==> config.mk <==
export PLATFORM = sky130hd
export DESIGN_NAME = resistor_ladder_button_decoder_flat
export DESIGN_NICKNAME = d
export VERILOG_FILES = /design/src/rtl/rlbd_pkg.sv /design/src/rtl/rlbd_sample_if.sv /design/src/rtl/rlbd_result_if.sv /design/src/rtl/resistor_ladder_button_decoder.sv /design/src/flat_wrapper.sv
export SDC_FILE = /design/constraint.sdc
export NUM_CORES = 1
export LEC_CHECK = 0
export BUFFER_PORTS_ARGS = -buffer_cell sky130_fd_sc_hd__buf_2
export CAP_MARGIN = 20
export CORE_MARGIN = 5
export CORE_UTILIZATION = 58
export CTS_CLUSTER_DIAMETER = 30
export DETAILED_ROUTE_END_ITERATION = 6
export GPL_TIMING_DRIVEN = 0
export MAX_ROUTING_LAYER = met4
export PLACE_DENSITY_LB_ADDON = 0.25
export SLEW_MARGIN = 25
export SYNTH_ARGS = -nofsm -noshare
export SYNTH_HDL_FRONTEND = slang
export SYNTH_SLANG_ARGS = --single-unit
==> constraint.sdc <==
create_clock -name clk -period 12.9 [get_ports clk]
set_input_delay 2.58 -clock clk [delete_from_list [all_inputs] [get_ports clk]]
set_output_delay 2.58 -clock clk [all_outputs]
set_load 0.1 [all_outputs]
==> src/rtl/rlbd_pkg.sv <==
`default_nettype none

package rlbd_pkg;

    // Field widths fixed by the register map and the channel payloads
    localparam int SAMPLE_BITS    = 10;
    localparam int MASK_BITS      = 8;
    localparam int COUNT_BITS     = 4;
    localparam int TICK_BITS      = 16;
    localparam int CFG_INDEX_BITS = 3;
    localparam int CFG_DATA_BITS  = 40;
    localparam int WINDOW_REGS    = 4;
    localparam int WINDOW_BITS    = 4 * SAMPLE_BITS;

    // Register reset values
    localparam logic [TICK_BITS-1:0]   DEBOUNCE_RESET  = TICK_BITS'(50);
    localparam logic [SAMPLE_BITS-1:0] THRESHOLD_RESET = SAMPLE_BITS'(50);

    // Configuration register indexes
    typedef enum logic [CFG_INDEX_BITS-1:0] {
        CFG_BUTTON_COUNT     = 3'd0,
        CFG_DEBOUNCE_TICKS   = 3'd1,
        CFG_CHANGE_THRESHOLD = 3'd2,
        CFG_WINDOWS_0_1      = 3'd3,
        CFG_WINDOWS_2_3      = 3'd4,
        CFG_WINDOWS_4_5      = 3'd5,
        CFG_WINDOWS_6_7      = 3'd6
    } cfg_index_t;

    typedef logic [SAMPLE_BITS-1:0] sample_t;
    typedef logic [MASK_BITS-1:0]   mask_t;

endpackage

`default_nettype wire

==> src/rtl/rlbd_sample_if.sv <==
`default_nettype none

interface rlbd_sample_if;
    import rlbd_pkg::*;

    logic    valid;
    logic    ready;
    sample_t adc_sample;

    modport source (output valid, output adc_sample, input ready);
    modport sink (input valid, input adc_sample, output ready);
endinterface

`default_nettype wire

==> src/rtl/rlbd_result_if.sv <==
`default_nettype none

interface rlbd_result_if;
    import rlbd_pkg::*;

    logic    valid;
    logic    ready;
    mask_t   held_mask;
    mask_t   pressed_mask;
    mask_t   released_mask;
    sample_t raw_level;

    modport source (
        output valid, output held_mask, output pressed_mask,
        output released_mask, output raw_level, input ready
    );
    modport sink (
        input valid, input held_mask, input pressed_mask,
        input released_mask, input raw_level, output ready
    );
endinterface

`default_nettype wire

==> src/rtl/resistor_ladder_button_decoder.sv <==
`default_nettype none

// A sample beat is registered in the sample register, then its result in the result register.
// Throughput: one sample per cycle while the result sink keeps ready high; the sample
//   register and the result register advance together, so the window match, the change
//   filter and the state update all sit as combinational logic between them.
// Reset (rst_n low, asynchronous): state and counter clear, registers take their
//   reset values (debounce 50, threshold 50, no buttons, empty windows).
module resistor_ladder_button_decoder #(
    parameter int MAX_BUTTONS = 8
) (
    input  wire logic                               clk,
    input  wire logic                               rst_n,
    input  wire logic                               cfg_we,
    input  wire logic [rlbd_pkg::CFG_INDEX_BITS-1:0] cfg_index,
    input  wire logic [rlbd_pkg::CFG_DATA_BITS-1:0]  cfg_data,
    rlbd_sample_if.sink                             sample,
    rlbd_result_if.source                           result
);
    import rlbd_pkg::*;

    localparam logic [COUNT_BITS-1:0] MaxCount = COUNT_BITS'(MAX_BUTTONS);

    // Configuration registers
    logic [COUNT_BITS-1:0]  button_count_reg;
    logic [TICK_BITS-1:0]   debounce_reg;
    sample_t                threshold_reg;
    logic [WINDOW_BITS-1:0] windows_reg [WINDOW_REGS];

    // Decoder state
    mask_t                  held_reg;
    mask_t                  press_reg;
    mask_t                  release_reg;
    sample_t                accepted_reg;
    logic [TICK_BITS-1:0]   ticks_reg;

    // Pipeline registers
    logic                   s1_valid_reg;
    sample_t                s1_sample_reg;
    logic                   out_valid_reg;
    mask_t                  out_held_reg;
    mask_t                  out_press_reg;
    mask_t                  out_release_reg;
    sample_t                out_level_reg;

    logic                   advance;
    logic                   process;
    logic [COUNT_BITS-1:0]  count;
    mask_t                  use_mask;
    mask_t                  hit;
    mask_t                  match;
    sample_t                diff;
    logic                   evaluate;
    logic                   take_sample;
    logic                   held_change;

    mask_t                  held_next;
    mask_t                  press_next;
    mask_t                  release_next;
    sample_t                accepted_next;
    logic [TICK_BITS-1:0]   ticks_next;

    // Write configuration registers
    always_ff @(posedge clk or negedge rst_n) begin
        if (!rst_n) begin
            button_count_reg <= '0;
            debounce_reg     <= DEBOUNCE_RESET;
            threshold_reg    <= THRESHOLD_RESET;
            for (int r = 0; r < WINDOW_REGS; r++) begin
                windows_reg[r] <= '0;
            end
        end else if (cfg_we) begin
            unique case (cfg_index)
                CFG_BUTTON_COUNT:     button_count_reg <= cfg_data[COUNT_BITS-1:0];
                CFG_DEBOUNCE_TICKS:   debounce_reg     <= cfg_data[TICK_BITS-1:0];
                CFG_CHANGE_THRESHOLD: threshold_reg    <= cfg_data[SAMPLE_BITS-1:0];
                CFG_WINDOWS_0_1:      windows_reg[0]   <= cfg_data[WINDOW_BITS-1:0];
                CFG_WINDOWS_2_3:      windows_reg[1]   <= cfg_data[WINDOW_BITS-1:0];
                CFG_WINDOWS_4_5:      windows_reg[2]   <= cfg_data[WINDOW_BITS-1:0];
                CFG_WINDOWS_6_7:      windows_reg[3]   <= cfg_data[WINDOW_BITS-1:0];
                default: ;
            endcase
        end
    end

    // Handshake: the whole pipe moves when the result slot is free or drains
    assign advance      = !out_valid_reg || result.ready;
    assign sample.ready = advance || !s1_valid_reg;
    assign process      = s1_valid_reg && advance;

    // Clamp the button count and build the in-use mask
    assign count = (button_count_reg > MaxCount) ? MaxCount : button_count_reg;

    always_comb begin
        for (int i = 0; i < MASK_BITS; i++) begin
            use_mask[i] = COUNT_BITS'(i) < count;
        end
    end

    // Window comparators, one per supported button
    genvar g;
    generate
        for (g = 0; g < MASK_BITS; g++) begin : g_window
            if (g < MAX_BUTTONS) begin : g_cmp
                localparam int Reg  = g / 2;
                localparam int Base = (g % 2) * 2 * SAMPLE_BITS;
                sample_t lo;
                sample_t hi;
                assign lo = windows_reg[Reg][Base +: SAMPLE_BITS];
                assign hi = windows_reg[Reg][Base + SAMPLE_BITS +: SAMPLE_BITS];
                assign hit[g] = use_mask[g] && (s1_sample_reg >= lo)
                                && (s1_sample_reg <= hi);
            end else begin : g_none
                assign hit[g] = 1'b0;
            end
        end
    endgenerate

    // Keep only the lowest matching window
    assign match = hit & (~hit + mask_t'(1));

    // Change filter and edge detection
    assign diff = (s1_sample_reg > accepted_reg) ? s1_sample_reg - accepted_reg
                                                 : accepted_reg - s1_sample_reg;
    assign evaluate    = ticks_reg >= debounce_reg;
    assign take_sample = evaluate && (diff >= threshold_reg);
    assign held_change = take_sample && (match != held_reg);

    always_comb begin
        held_next     = held_reg;
        press_next    = press_reg;
        release_next  = release_reg;
        accepted_next = accepted_reg;
        ticks_next    = (ticks_reg == '1) ? ticks_reg : ticks_reg + TICK_BITS'(1);
        if (evaluate) begin
            press_next   = '0;
            release_next = '0;
        end
        if (take_sample) begin
            accepted_next = s1_sample_reg;
        end
        if (held_change) begin
            held_next    = match;
            press_next   = match & ~held_reg;
            release_next = held_reg & ~match;
            ticks_next   = '0;
        end
    end

    // Advance state on each processed beat
    always_ff @(posedge clk or negedge rst_n) begin
        if (!rst_n) begin
            held_reg     <= '0;
            press_reg    <= '0;
            release_reg  <= '0;
            accepted_reg <= '0;
            ticks_reg    <= '0;
        end else if (process) begin
            held_reg     <= held_next;
            press_reg    <= press_next;
            release_reg  <= release_next;
            accepted_reg <= accepted_next;
            ticks_reg    <= ticks_next;
        end
    end

    // Pipeline valid bits
    always_ff @(posedge clk or negedge rst_n) begin
        if (!rst_n) begin
            s1_valid_reg  <= 1'b0;
            out_valid_reg <= 1'b0;
        end else begin
            if (sample.ready) begin
                s1_valid_reg <= sample.valid;
            end
            if (advance) begin
                out_valid_reg <= s1_valid_reg;
            end
        end
    end

    // Hold sample and result payloads
    always_ff @(posedge clk) begin
        if (sample.valid && sample.ready) begin
            s1_sample_reg <= sample.adc_sample;
        end
        if (process) begin
            out_held_reg    <= held_next & use_mask;
            out_press_reg   <= press_next & use_mask;
            out_release_reg <= release_next & use_mask;
            out_level_reg   <= accepted_next;
        end
    end

    assign result.valid         = out_valid_reg;
    assign result.held_mask     = out_held_reg;
    assign result.pressed_mask  = out_press_reg;
    assign result.released_mask = out_release_reg;
    assign result.raw_level     = out_level_reg;

    // A change of the held button restarts the hold-off
    a_ticks_restart: assert property (@(posedge clk) disable iff (!rst_n)
        process && held_change |=> ticks_reg == '0)
        else $error("hold-off counter not restarted after a held change");

    // The held mask never names more than one button
    a_held_onehot: assert property (@(posedge clk) disable iff (!rst_n)
        $onehot0(held_reg))
        else $error("held state not one-hot");

    // A button is never pressed and released in the same beat
    a_edges_disjoint: assert property (@(posedge clk) disable iff (!rst_n)
        out_valid_reg |-> (out_press_reg & out_release_reg) == '0)
        else $error("press and release overlap");

    // An empty result slot never blocks the input
    a_no_idle_stall: assert property (@(posedge clk) disable iff (!rst_n)
        !out_valid_reg |-> sample.ready)
        else $error("input stalled with empty result slot");

    // State moves only when a beat is processed
    a_state_hold: assert property (@(posedge clk) disable iff (!rst_n)
        !process |=> $stable(held_reg) && $stable(accepted_reg))
        else $error("state changed without a processed beat");

endmodule

`default_nettype wire
==> src/flat_wrapper.sv <==
// flat-port wrapper written by rule: the top's interface ports become plain ports
module resistor_ladder_button_decoder_flat import rlbd_pkg::*;
#(
    parameter int MAX_BUTTONS = 8
)
  (clk, rst_n, cfg_we, cfg_index, cfg_data, sample_valid, sample_adc_sample, sample_ready, result_valid, result_held_mask, result_pressed_mask, result_released_mask, result_raw_level, result_ready);
  rlbd_sample_if sample_i ();
  rlbd_result_if result_i ();
  input  wire logic clk;
  input  wire logic rst_n;
  input  wire logic cfg_we;
  input  wire logic [rlbd_pkg::CFG_INDEX_BITS-1:0] cfg_index;
  input  wire logic [rlbd_pkg::CFG_DATA_BITS-1:0] cfg_data;
  input wire logic [$bits(sample_i.valid)-1:0] sample_valid;
  input wire logic [$bits(sample_i.adc_sample)-1:0] sample_adc_sample;
  output wire logic [$bits(sample_i.ready)-1:0] sample_ready;
  output wire logic [$bits(result_i.valid)-1:0] result_valid;
  output wire logic [$bits(result_i.held_mask)-1:0] result_held_mask;
  output wire logic [$bits(result_i.pressed_mask)-1:0] result_pressed_mask;
  output wire logic [$bits(result_i.released_mask)-1:0] result_released_mask;
  output wire logic [$bits(result_i.raw_level)-1:0] result_raw_level;
  input wire logic [$bits(result_i.ready)-1:0] result_ready;
  assign sample_i.valid = sample_valid;
  assign sample_i.adc_sample = sample_adc_sample;
  assign sample_ready = sample_i.ready;
  assign result_valid = result_i.valid;
  assign result_held_mask = result_i.held_mask;
  assign result_pressed_mask = result_i.pressed_mask;
  assign result_released_mask = result_i.released_mask;
  assign result_raw_level = result_i.raw_level;
  assign result_i.ready = result_ready;
  resistor_ladder_button_decoder #(.MAX_BUTTONS(MAX_BUTTONS)) u_core (.clk(clk), .rst_n(rst_n), .cfg_we(cfg_we), .cfg_index(cfg_index), .cfg_data(cfg_data), .sample(sample_i), .result(result_i));
endmodule
==> results of run 1 <==
where the power goes:
part	switching (mW)	total [mW]	internal (mW)
Clock	0.533	1.64	1.10
Sequential	0.0833	1.16	1.07
Combinational	0.433	0.750	0.316
stage by stage:
stage                     setup WS [ps]  hold slack, ps  instances  area [um2]
after floorplan                    6920             457       1543       16600
after global placement             4870             474       2020       17600
after detailed placement           7060             481       2031       17800
after CTS                          7050             486       2154       20000
after global routing               6910             509       2154       20000
final                              7070             492       2154       20000
worst min path at each step:
| stage | depth (start not counted) | slack, ps | endpoint | startpoint |
|---|---|---|---|---|
| 2_1_floorplan | 1 | 460 | u_core.result.valid | u_core.s1_valid_reg |
| 4_1_cts | 1 | 490 | u_core.result.valid | u_core.s1_valid_reg |
| 3_5_place_dp | 1 | 480 | u_core.result.valid | u_core.s1_valid_reg |
| 3_3_place_gp | 1 | 470 | u_core.result.valid | u_core.s1_valid_reg |
| 6_report | 1 | 490 | u_core.result.valid | u_core.s1_valid_reg |
| 5_1_grt | 1 | 510 | u_core.g_window[0].g_cmp.lo[8] | u_core.g_window[0].g_cmp.lo[8] |
kinds of logic after synthesis:
group,Yosys count
buf+inv,266
fa+ha+maj,224
mux,162
simple gates,278
xor+xnor,18
flops,286
compound gates,309
placed cells by master, fill, tap and decap left out, types with 41 or more instances in the layout:
cell type  instances
a21o_1            41
buf_2            103
nor2_1            46
nand2_1          109
clkbuf_16         69
inv_1            221
mux2_2           134
ha_1             222
o21ai_0          101
edfxtp_1          44
a21oi_1           54
dfrtp_1          236
worst max-delay path, stage by stage:
cell	delay, ps
buf_2	80
nand3b_1	140
buf_2	450
per-layer routing:
layer  vias up  part of all wire  wire length (um)  track usage
met5         -                 0                 0            -
met4         0             0.038              1570        0.110
met3       124             0.049              2020       0.0422
met2       347              0.49             20000        0.446
met1      6071              0.42             17400        0.341
li1       5803                 -                 -            -
final cells by class:
| cell class | instances | area [um2] |
|---|---|---|
| well taps | 384 | 480 |
| plain buffers | 45 | 195 |
| inverters | 221 | 830 |
| clock buffers | 83 | 1780 |
| repair buffers | 104 | 692 |
| fillers | 2062 | 8530 |
| clock inverters | 40 | 428 |
| flip-flops and latches | 286 | 7380 |
| multi-input cells | 991 | 8230 |
==> results.json, run 1 <==
{
  "status": "finished, final reports clean",
  "leakagePower_nw": 9.83,
  "ios": 94,
  "globalplace.congestion": 0.854,
  "reg2reg_slack_ps": 7270,
  "cp_data_arrival_time_ps": 3250,
  "postRouteAntennaNets": 0,
  "area_growth_pct": 20.4,
  "drcViolationCount": 0,
  "ir_drop_v": 0.000113,
  "synth_fa_ha_area_frac": 0.169,
  "synth_cells": 1543,
  "synth_top_area_share": 0.355,
  "postCtsResizedCells": 0,
  "p_per_area_nw_per_um2": 177,
  "power_mw": 3.54,
  "worstSetupStartpoint": "result_ready",
  "cts.sinks": 286,
  "clk_pin_slew_ps": 40,
  "worstRegToRegCells": 22,
  "dieArea_um2": 32200,
  "antenna_cells": 0,
  "crit_required_ps": 10320,
  "crit_path_end_kind": "primary output",
  "yosysTopAreaCell": "dfrtp_1",
  "start_kind": "primary input",
  "grt_max_degree": 88,
  "synthSimpleGateAreaFrac": 0.0870,
  "io_buffers": 93,
  "maxSlewHeadroom": 0.232,
  "dominantRegCellSynth": "dfrtp_1",
  "avgViaCountPerCell": 5.73,
  "wl_per_cell_um": 19.0,
  "finalWirelength_um": 41000,
  "synth.ff_latch_count": 286,
  "synth_xor_xnor_area_share": 0.00948,
  "synth_compound_area_frac": 0.120,
  "clockBufferDepth": 3,
  "hold_class": "reg -> reg",
  "maxCapViolCount": 0,
  "synth_cell_types": 73,
  "fin_crit_ps": 5830,
  "period_share": 0.452,
  "first_global_vias": 12848,
  "grt-ovfl-total": 0,
  "synthArstFlopShare": 0.846,
  "avgSynthCellArea_um2": 10.8,
  "ctsHoldBuffers": 0,
  "tightestPinTransition_ps": 1150,
  "postLayoutCoreUtil": 0.701,
  "netlist_area_um2": 16600,
  "rsz0062_at_grt": "no",
  "final_layout_size_suffix_gt1_frac": 0.216,
  "cts_buffers": 67,
  "synth.area.mux_share": 0.109,
  "synth_top_family_by_area": "adder cells",
  "firstDrtPassIters": 5,
  "grt_pass1_wl_um": 66800,
  "finalHoldViolations": 0,
  "path_max_fanout": 3,
  "cts-root-buf": "clkbuf_16",
  "core_area_um2": 28500,
  "path_class": "in -> out",
  "setup_tns_ps": 0,
  "timing.rr.end": "u_core.result.pressed_mask[1]",
  "cts_tree": "done",
  "post-synth-top-count-cell": "dfrtp_1",
  "syn-num-nets": 1825,
  "htree_levels": 3,
  "final_max_slew_viol_count": 0,
  "fmax_mhz": 171,
  "post_cts_buffers": 0,
  "r2r_start": "u_core.s1_sample_reg[3]",
  "synth-edff-count": 44,
  "via_count": 12345,
  "clk_latency_ps": 560,
  "ys_seq_area_frac": 0.444,
  "rows": 62,
  "final.setup_skew_ps": 27.7,
  "antenna_found_initial": 0,
  "die_w_um": 179,
  "fp.dieH_um": 179,
  "synth_commonest_cells": "dfrtp_1 (236), ha_1 (222), inv_1 (221)",
  "dp_hpwl_um": 28600,
  "start_util": 0.583,
  "fin_nets": 1998,
  "synthTopCellsByArea": "dfrtp_1 (36%), ha_1 (17%), mux2_2 (9.1%)",
  "grt_use_total": 0.272,
  "synth-warning-count": 0,
  "setup_violations": 0,
  "drt_iter0_markers": 793,
  "crit_end": "sample_ready"
}
(Power assumes the default switching activity.)
==> run 2, diff against run 1 <==
Settings changed: CORE_UTILIZATION 58 to 56.
Clock period 12.9 ns to 4.9 ns, I/O delays scaled along.
==> run 2 against run 1 <==
Effect of this change: combinational power increased to 2.7 times the previous value; sequential power rose to 2.6 times the previous value; die area increased by 3.4%; final cell count increased by 0.88%; clock-buffer cell count decreased by 16; critical path type is now reg -> reg; largest cell class unchanged; highest routed layer unchanged.
==> results.json, run 2 (same netlist as run 1, synthesis figures left out) <==
{
  "dieArea_um2": 33200,
  "combPwrFrac": 0.220,
  "cp_data_arrival_time_ps": 5030,
  "setup_violations": 0,
  "grt-ovfl-total": 0,
  "p_int_mw": 6.56,
  "period_share": 0.971,
  "drcViolationCount": 0,
  "r2r_start": "u_core.s1_sample_reg[9]",
  "route.layer.met1.wl_um": 17900,
  "status": "finished, final reports clean",
  "power.switching_mw": 2.77,
  "ios": 94,
  "maxCapViolCount": 0,
  "p_clk_frac": 0.456,
  "fmax_mhz": 210,
  "finalWirelength_um": 41900,
  "switching_share": 0.297,
  "p_per_area_nw_per_um2": 461,
  "final_max_slew_viol_count": 0,
  "hold_class": "in -> async",
  "path_max_fanout": 10,
  "pre_cts_slack_ps": -739,
  "route.met2.wl_um": 19900,
  "firstDrtPassIters": 5,
  "cts-root-buf": "clkbuf_16",
  "dpl_cell_area_um2": 17800,
  "cts.sinks": 286,
  "grt_max_degree": 83,
  "cts_tree": "done",
  "final_common_cell": "dfrtp_1",
  "io_buffers": 93,
  "area_growth_pct": 21.6,
  "power_mw": 9.33,
  "leakagePower_nw": 9.92,
  "tightestPinTransition_ps": 1120,
  "via_count": 12402,
  "die_w_um": 182,
  "crit_path_end_kind": "register",
  "dp_hpwl_um": 28900,
  "final.setup_skew_ps": 11.0,
  "avgViaCountPerCell": 5.71,
  "timing.final.ws_setup_ps": 144,
  "postRouteAntennaNets": 0,
  "drt_iter0_markers": 787,
  "first_global_vias": 12753,
  "reg2reg_slack_ps": 140,
  "maxSlewHeadroom": 0.248,
  "grt_pass1_wl_um": 66500,
  "ir_drop_v": 0.000376,
  "clk_pin_slew_ps": 50,
  "core_area_um2": 29500,
  "grt_use_total": 0.258,
  "final_cell_mix": "dfrtp_1 (236), ha_1 (221), inv_1 (219)",
  "antenna_found_initial": 1,
  "path_class": "reg -> reg",
  "fin_nets": 2013,
  "topRoutingLayerUsed": "met4",
  "fin_crit_ps": 4760,
  "p_seq_frac": 0.325,
  "start_util": 0.564,
  "start_kind": "register",
  "worstRegToRegCells": 19,
  "setup_tns_ps": 0,
  "num-fill-cells": 2206,
  "timing.rr.end": "u_core.result.released_mask[2]",
  "htree_levels": 2,
  "clk_latency_ps": 570,
  "crit_required_ps": 5180,
  "wl_met3_um": 2340,
  "cts_buffers": 61,
  "clockBufferDepth": 3,
  "globalplace.congestion": 0.895,
  "fp.dieH_um": 182,
  "rows": 63,
  "stdcell_area_um2": 20200,
  "wl_per_cell_um": 19.3,
  "final_layout_size_suffix_gt1_frac": 0.234,
  "finalHoldViolations": 0
}
## run 2: changes by cell type in the layout (fill, tap and decap cells not counted), moves of 3 or more
cell,change
buf_4,+20
clkbuf_1,-11
clkbuf_16,-8
inv_6,+8
bufinv_16,+4
clkinv_2,-4
buf_2,-3
buf_8,+3
clkbuf_8,+3
clkinv_4,+3
## run 2: area by class of cell
type	instances	area [um2]	area share
clock inverters	46	573	0.0283
clock buffers	67	1580	0.0780
diodes	2	5.00	0.000247
multi-input cells	991	8310	0.411
plain buffers	45	206	0.0102
inverters	221	833	0.0412
well taps	390	488	0.0241
repair buffers	125	856	0.0423
flip-flops and latches	286	7380	0.365
## run 2: layer usage
metal / up-vias / GRT usage
met2: 364 / 0.421
met4: 0 / 0.108
met3: 132 / 0.0526
met1: 6070 / 0.313
li1: 5836 / -
met5: - / -
## run 2: worst max-delay path by stage
stage	startpoint	end	slack [ps]	depth (start not counted)
2_1_floorplan	u_core.s1_sample_reg[0]	u_core.result.pressed_mask[0]	370	23
3_3_place_gp	rst_n	u_core.result.valid	-1540	1
3_5_place_dp	u_core.s1_sample_reg[2]	u_core.result.pressed_mask[0]	-740	22
4_1_cts	u_core.s1_sample_reg[9]	u_core.result.pressed_mask[0]	-30	19
5_1_grt	u_core.s1_sample_reg[0]	u_core.result.released_mask[2]	-20	23
6_report	u_core.s1_sample_reg[9]	u_core.result.released_mask[2]	140	19
## run 2: timing repair
item,in CTS,in global routing
pin swaps,0,6
endpoints found under the setup margin,84,78
hold buffers,0,0
hold endpoints to repair,0,0
buffers inserted,14,6
resized for setup,2,22
## run 2: critical path, stage by stage, from the launching register on
cell and delay [ps]:
edfxtp_1 510, ha_2 450, nand4_1 230, o311ai_4 410, o21ai_2 170, mux2_4 340
o221a_4 280, o21bai_2 120, xor2_1 180, ha_1 270, a21o_1 180, a21o_1 160
a21oi_1 140, o21ai_1 110, nor2b_1 160, nor2b_1 130, buf_2 180, buf_4 200
a22oi_1 180, nor2_1 60
## run 2: power groups by stage
stage          registers, mW  clock network (mW)  logic (mW)
2_1_floorplan           3.16                   0        1.29
3_3_place_gp            3.08                   0        1.81
3_5_place_dp            3.07                   0        1.95
4_1_cts                 3.02                4.29        2.01
5_1_grt                 3.07                4.43        2.31
6_report                3.03                4.25        2.05
## run 2: through the flow
| step | cells | utilization | hold slack [ps] |
|---|---|---|---|
| after floorplan | 1543 | - | 457 |
| after global placement | 2026 | 0.597 | 472 |
| after detailed placement | 2039 | 0.605 | 483 |
| after CTS | 2166 | 0.682 | 419 |
| after global routing | 2172 | 0.686 | 442 |
| final | 2173 | 0.686 | 390 |
==> run 3, diff against run 2 <==
Settings changed: CORE_ASPECT_RATIO set to 1.2.
==> run 3 against run 2 <==
Effect of this change: cell area decreased by 0.18%; register-to-register slack improved by 20 ps; highest routed layer unchanged; largest power group unchanged; worst hold slack got worse by 57 ps; largest cell class unchanged; non-clock buffer count increased by 8; via count increased by 1.0%.
==> results.json, run 3 (same netlist as run 1, synthesis figures left out) <==
{
  "fp.dieH_um": 199,
  "fin_cells": 2176,
  "worstSetupStartpoint": "u_core.s1_sample_reg[9]",
  "fin_nets": 2018,
  "wl_per_cell_um": 19.4,
  "grt_use_total": 0.260,
  "cts_buffers": 58,
  "fmax_mhz": 211,
  "grt_pass1_wl_um": 67200,
  "num-fill-cells": 2149,
  "stdcell_area_um2": 20200,
  "cp_data_arrival_time_ps": 5030,
  "rows": 69,
  "path_class": "reg -> reg",
  "io_buffers": 93,
  "place_inst": 2036,
  "via_count": 12532,
  "path_max_fanout": 10,
  "final_max_slew_viol_count": 0,
  "leakagePower_nw": 9.90,
  "hold_class": "in -> async",
  "ir_drop_v": 0.000324,
  "first_global_vias": 12989,
  "cts_tree": "done",
  "fin_hold_ws_ps": 333,
  "crit_end": "u_core.result.pressed_mask[1]",
  "postLayoutCoreUtil": 0.686,
  "crit_required_ps": 5190,
  "setup_violations": 0,
  "dieArea_um2": 33300,
  "postRouteAntennaNets": 0,
  "dp_hpwl_um": 28900,
  "core_area_um2": 29400,
  "finalHoldViolations": 0,
  "p_per_area_nw_per_um2": 453,
  "fin_crit_ps": 4740,
  "grt-ovfl-total": 0,
  "timing.rr.end": "u_core.result.pressed_mask[1]",
  "reg2reg_slack_ps": 160,
  "crit_path_end_kind": "register",
  "clk_pin_slew_ps": 60,
  "seqCellArea_um2": 7380,
  "avgViaCountPerCell": 5.76,
  "ctsHoldBuffers": 0,
  "htree_levels": 2,
  "cts-root-buf": "clkbuf_16",
  "drcViolationCount": 0,
  "clk_latency_ps": 580,
  "maxSlewHeadroom": 0.369,
  "final_cell_mix": "dfrtp_1 (236), ha_1 (220), inv_1 (218)",
  "start_util": 0.565,
  "pre_cts_slack_ps": -587,
  "tightestPinTransition_ps": 941,
  "area_growth_pct": 21.4,
  "start_kind": "register",
  "timing.final.ws_setup_ps": 160,
  "die_w_um": 167,
  "antenna_found_initial": 2,
  "maxCapViolCount": 0,
  "dpl_cell_area_um2": 17800,
  "finalWirelength_um": 42200,
  "firstDrtPassIters": 5,
  "grt_max_degree": 94,
  "worstRegToRegCells": 20,
  "period_share": 0.967,
  "multi_input_area_um2": 8330,
  "final_common_cell": "dfrtp_1",
  "status": "finished, final reports clean",
  "cts.sinks": 286,
  "final_layout_size_suffix_gt1_frac": 0.240,
  "ios": 94,
  "clockBufferDepth": 3,
  "r2r_start": "u_core.s1_sample_reg[9]",
  "drt_iter0_markers": 857,
  "final.setup_skew_ps": 21.1,
  "globalplace.congestion": 0.917
}
[run 3: changes by cell type in the layout (fill, tap and decap cells not counted), sizes merged]
cell,change
buf,+5
bufinv,-4
clkbuf,+3
clkinvlp,+1
diode,-1
inv,-1
[run 3: power by group]
group	total [mW]	internal [mW]	switching (mW)
Combinational	2.06	0.865	1.19
Clock	4.05	2.66	1.40
Sequential	3.03	2.83	0.202
[run 3: metrics by stage]
step | power [mW] | setup TNS (ps)
after floorplan | 4.45 | 0
after global placement | 4.89 | -393560
after detailed placement | 5.02 | -35840
after CTS | 9.15 | 0
after global routing | 9.61 | -967
final | 9.14 | 0
[run 3: timing repair]
item,4_1_cts,5_1_grt
gates cloned,0,0
setup endpoints to repair,84,69
setup buffers,24,6
gates resized for setup,2,32
pin swaps,0,7
[run 3: final cells by class]
type                    count  area share
multi-input cells         991       0.412
flip-flops and latches    286       0.366
clock buffers              67      0.0782
repair buffers            133      0.0442
inverters                 221      0.0413
well taps                 390      0.0242
clock inverters            42      0.0232
plain buffers              45      0.0107
diodes                      1    0.000124
[run 3: how the worst min path moves through the flow]
stage,start,endpoint,slack [ps]
final,rst_n,u_core.g_window[1].g_cmp.lo[0],330
after detailed placement,u_core.s1_valid_reg,u_core.result.valid,470
after floorplan,u_core.s1_valid_reg,u_core.result.valid,460
after global placement,u_core.s1_valid_reg,u_core.result.valid,460
after CTS,rst_n,u_core.g_window[1].g_cmp.lo[0],350
after global routing,rst_n,u_core.g_window[1].g_cmp.lo[2],390
[run 3: critical path, cell delays in order (launching register included)]
cell and delay (ps):
edfxtp_1 370, buf_4 190, ha_2 390, nand4_1 240, o32ai_2 410, o21ai_2 170, mux2_4 340, o221a_4 280
o21bai_2 140, xor2_1 180, ha_1 270, a21o_1 190, a21o_1 180, a21oi_1 120, o21ai_0 110, nor2b_1 160
nor2b_1 130, clkbuf_4 180, clkbuf_4 200, a22oi_1 160, nor2_1 60
[run 3: layer usage]
metal | global-route usage | share of wire
met5 | - | 0
met1 | 0.305 | 0.40
met3 | 0.0461 | 0.053
met2 | 0.429 | 0.49
met4 | 0.142 | 0.060
